$ cat config.mk
export PLATFORM = sky130hd
export DESIGN_NAME = ssmg_axis
export DESIGN_NICKNAME = d
export VERILOG_FILES = /design/src/rtl/core/ssmg_pkg.sv /design/src/rtl/core/ssmg_axis.sv
export SDC_FILE = /design/constraint.sdc
export NUM_CORES = 1
export LEC_CHECK = 0
export ABC_AREA = 1
export ABC_CLOCK_PERIOD_IN_PS = 8240
export CAP_MARGIN = 0
export CORE_MARGIN = 2
export CORE_UTILIZATION = 60
export DETAILED_ROUTE_END_ITERATION = 6
export DONT_BUFFER_PORTS = 1
export PLACE_DENSITY = 0.77
export SYNTH_ARGS = -nofsm -noshare
export SYNTH_HDL_FRONTEND = slang
export SYNTH_SLANG_ARGS = --single-unit
$ cat constraint.sdc
create_clock -name vclk -period 8.24
set_clock_uncertainty 0.05 [all_clocks]
set_input_delay 0.412 -clock vclk [all_inputs]
set_output_delay 0.412 -clock vclk [all_outputs]
set_load 0.005 [all_outputs]
$ cat src/rtl/core/ssmg_pkg.sv
// Shared constants and types for the sound source motion generator.
package ssmg_pkg;

  localparam int TRACE_DEPTH_DEF = 256;
  localparam int COORD_WIDTH_DEF = 16;

  localparam int LIMIT_W = 15;
  localparam int MODE_W  = 2;
  localparam int FUNC_W  = 3;

  localparam logic [LIMIT_W-1:0] LIMIT_RESET = 15'd4096;

  localparam logic [MODE_W-1:0] MODE_HOLD   = 2'd0;
  localparam logic [MODE_W-1:0] MODE_REPLAY = 2'd1;
  localparam logic [MODE_W-1:0] MODE_BOUNCE = 2'd2;

  localparam logic [FUNC_W-1:0] FUNC_TICK     = 3'd0;
  localparam logic [FUNC_W-1:0] FUNC_PUSH     = 3'd1;
  localparam logic [FUNC_W-1:0] FUNC_CLEAR    = 3'd2;
  localparam logic [FUNC_W-1:0] FUNC_LOAD_POS = 3'd3;
  localparam logic [FUNC_W-1:0] FUNC_LOAD_VEL = 3'd4;

  localparam logic CFG_MODE  = 1'b0;
  localparam logic CFG_LIMIT = 1'b1;

  typedef struct packed {
    logic replay;
    logic rejected;
  } trace_status_t;

endpackage

$ cat src/rtl/core/ssmg_axis.sv
// One axis of the bounce step: clamp to the box, reflect velocity, saturating add.
module ssmg_axis #(
  parameter int COORD_WIDTH = ssmg_pkg::COORD_WIDTH_DEF
) (
  input  logic signed [COORD_WIDTH-1:0]       pos,
  input  logic signed [COORD_WIDTH-1:0]       vel,
  input  logic        [ssmg_pkg::LIMIT_W-1:0] limit,
  output logic signed [COORD_WIDTH-1:0]       pos_nxt,
  output logic signed [COORD_WIDTH-1:0]       vel_nxt
);

  localparam int WW = ((COORD_WIDTH > ssmg_pkg::LIMIT_W) ? COORD_WIDTH
                                                         : ssmg_pkg::LIMIT_W) + 3;
  localparam logic signed [WW-1:0] HI = {{(WW-COORD_WIDTH+1){1'b0}}, {(COORD_WIDTH-1){1'b1}}};
  localparam logic signed [WW-1:0] LO = ~HI;

  function automatic logic signed [COORD_WIDTH-1:0] sat(input logic signed [WW-1:0] v);
    logic signed [COORD_WIDTH-1:0] r;
    if (v > HI) begin
      r = HI[COORD_WIDTH-1:0];
    end else if (v < LO) begin
      r = LO[COORD_WIDTH-1:0];
    end else begin
      r = v[COORD_WIDTH-1:0];
    end
    return r;
  endfunction

  logic signed [WW-1:0]          pw;
  logic signed [WW-1:0]          vw;
  logic signed [WW-1:0]          lw;
  logic signed [WW-1:0]          p_abs;
  logic signed [COORD_WIDTH-1:0] pc;
  logic signed [WW-1:0]          pcw;
  logic signed [WW-1:0]          s;
  logic signed [WW-1:0]          s_abs;
  logic signed [COORD_WIDTH-1:0] vn;

  always_comb begin
    pw    = WW'(pos);
    vw    = WW'(vel);
    lw    = $signed(WW'(limit));
    p_abs = (pw < 0) ? -pw : pw;
    if (p_abs > lw) begin
      pc = (pw < 0) ? sat(-lw) : sat(lw);
    end else begin
      pc = pos;
    end
    pcw   = WW'(pc);
    s     = pcw + vw;
    s_abs = (s < 0) ? -s : s;
    vn    = (s_abs > lw) ? sat(-vw) : vel;
    pos_nxt = sat(pcw + WW'(vn));
    vel_nxt = vn;
  end

endmodule

==> results.yml <==
layout:
  regArea_um2: 0
  final.clkbuf_count: 0
  fraction_of_layout_cells_with_a_size_suffix_above_1_pct: 32.70
  fill_cells: 383
  final_common_cell: "sky130_fd_sc_hd__nand2_1"
  most-common-layout-cells: "sky130_fd_sc_hd__nand2_1 (262), sky130_fd_sc_hd__buf_4 (176), sky130_fd_sc_hd__inv_1 (115)"
  fin_area_um2: 7247
  finalNetCount: 1223
  area_growth_pct: 45.78
  num_antenna_cells: 0
  n_sequential_cell: 0
die:
  die-height_um: 95.02
  dieArea_um2: 9029
  placeableCoreArea_um2: 8134
  num_rows: 33
  die_w_um: 95.02
  io_pins: 79
  initial_core_util_pct: 61.11
sta:
  rsz0062_at_grt: "true"
  timing.final.crit_share_pct: 111.1
  hold_violations: 0
  relSlewSlack_pct: 67.65
  fin_tns_setup_ps: -14020
  worst-slew-pin-transition_ps: 482.0
  finalSetupViolations: 16
  report.final.slew_viol_count: 0
  setup_ws_ps: -910.9
  max_freq_mhz: 109.3
  fin_crit_ps: 9151
placed_design:
  port_buffers: 0
  dp_hpwl_mm: 14.96
  placed_cell_area_um2: 6252
  preCtsSetupSlack_ps: -527.0
  gp_congestion: 1.024
grt:
  grt_antenna_before_repair: 0
  groute.usage.overall_pct: 39.81
  vias_in_the_first_global_route: 6247
  first_pass_grt_wire_length_mm: 29.02
  grt_max_degree: 31
  grt_remaining_overflow: 0
yosys:
  post_synth_instance_area_um2: 4971
  synth_simple_gate_area_share_pct: 49.23
  netlist.area_leader.share_pct: 22.65
  dominant_combinational_cell_family_by_area_after_synthesis: "simple AND/OR/NAND/NOR gates"
  seq_area_frac_synth_pct: 0
  netlist_instances: 930
  synthesis.area_per_instance_um2: 5.345
  yosys.cell_types.count: 40
  adder_and_majority_gate_portion_of_the_synthesized_area_pct: 17.92
  synth_top_area_cell: "sky130_fd_sc_hd__nand2_1"
  mappedNetlistNets: 1047
  synth.area.mux_share_pct: 0
  post_synth_main_area_contributors: "sky130_fd_sc_hd__nand2_1 (23%), sky130_fd_sc_hd__ha_1 (17%), sky130_fd_sc_hd__inv_1 (9.4%), sky130_fd_sc_hd__nor2_1 (6.4%), sky130_fd_sc_hd__xor2_1 (6.2%)"
  synth_compound_area_share_pct: 12.03
  post_synth_xor_xnor_area_pct: 9.137
  yosys_warnings: 0
worst_setup_path:
  setup.worst_path.start_class: "primary input"
  crit_path_max_fanout: 15
  cp_data_arrival_time_ps: 8690
  timing.critical_path.slowest_cell_delay_ps: 350
  timing.setup.critical_path_class: "in2out"
  cp_slowest_cell: "sky130_fd_sc_hd__o31ai_4"
  cp_data_required_time_ps: 7780
  timing.critical_path.to_type: "output pin"
pwr:
  power.density_nw_per_um2: 404.7
  power.static_leakage_nw: 3.843
  max-vdd-ir-drop_uv: 365.4
route:
  wl_per_cell_um: 21.32
  detail_route.drc_violations: 98
  postRouteAntennaNets: 0
  drt_pass1_iterations: 7
  via_count: 8148
  first_iter_violations: 1257
  wl_mm: 25.78
  via_per_inst: 6.739
worst_hold_path:
  hold_path_class: "in2out"
job:
  cap_viol_max_count: 0
run_status:
  outcome: "finished, violations left"
  failed_checks: "design-rule violations, negative setup slack"
clocking:
  ctsHoldBuffers: 0
## critical path, delay by kind of cell
family          cells  cell delay [ps]
buf+inv            10             1370
compound gates      7             1150
xor+xnor            3              490
fa+ha+maj           5             1310
simple gates       35             3940
## layout make-up
| class | instances | area [µm²] | area share [%] |
|---|---|---|---|
| inverter | 131 | 521.8 | 7.200 |
| multi-input combinational | 784 | 5105 | 70.44 |
| tap | 105 | 131.4 | 1.813 |
| timing repair buffer | 189 | 1489 | 20.55 |
## metal layers
layer	global-route usage [%]	vias to the layer above	routed length (µm)
met5	0	-	0
met2	66.08	883	10580
met4	13.16	0	2574
met3	6.798	344	3977
met1	52.27	3536	8648
li1	-	3385	-
## cells in the mapped netlist, types with 4 or more instances
cell / count
sky130_fd_sc_hd__xnor2_1: 15
sky130_fd_sc_hd__a21oi_1: 40
sky130_fd_sc_hd__xor2_1: 35
sky130_fd_sc_hd__nand2_2: 20
sky130_fd_sc_hd__nand2_1: 300
sky130_fd_sc_hd__inv_1: 125
sky130_fd_sc_hd__buf_2: 4
sky130_fd_sc_hd__nand3b_1: 5
sky130_fd_sc_hd__clkbuf_1: 6
sky130_fd_sc_hd__nor3_1: 14
sky130_fd_sc_hd__ha_1: 68
sky130_fd_sc_hd__nand4_1: 40
sky130_fd_sc_hd__o21ai_0: 56
sky130_fd_sc_hd__nor2_1: 85
sky130_fd_sc_hd__nand3_2: 6
sky130_fd_sc_hd__inv_2: 6
sky130_fd_sc_hd__nor2_2: 8
sky130_fd_sc_hd__nand3_1: 60
## report_power, final
| group | switching [mW] | internal, mW | total (mW) | leakage, nW |
|---|---|---|---|---|
| clock network | 0 | 0 | 0 | 0 |
| registers | 0 | 0 | 0 | 0 |
| logic | 1.69 | 1.24 | 2.93 | 3.84 |
## path summary, 6_finish.rpt
kind / start / endpoint / slack (ps) / depth (start not counted)
setup / recovery: pos[1] / pos_nxt[5] / -910 / 60
hold / removal: vel[1] / vel_nxt[1] / 1110 / 3
## metrics by stage
stage	std cells	utilization, %	hold WS, ps	total power, mW
final	1209	89.09	1109	2.933
after global routing	1209	89.09	1123	3.029
after CTS	1191	78.86	1082	2.115
after detailed placement	1185	76.87	1078	1.960
after global placement	1185	76.87	1057	1.909
after floorplan	930	-	912.5	1.142
## logic make-up after synthesis
group / after synthesis
buffers and inverters: 146
XOR/XNOR: 51
adder cells (fa/ha/maj): 70
AO/OA/AOI/OAI: 112
AND/OR/NAND/NOR: 551
## what timing repair did
| item | 4_1_cts | 5_1_grt |
|---|---|---|
| pin swaps | 5 | 71 |
| endpoints found under the setup margin | 16 | 16 |
| buffers inserted | 4 | 17 |
| cloned | 2 | 2 |
| resized for setup | 50 | 164 |
| endpoints found under the hold margin | 0 | 0 |
(Power assumes the default switching activity.)
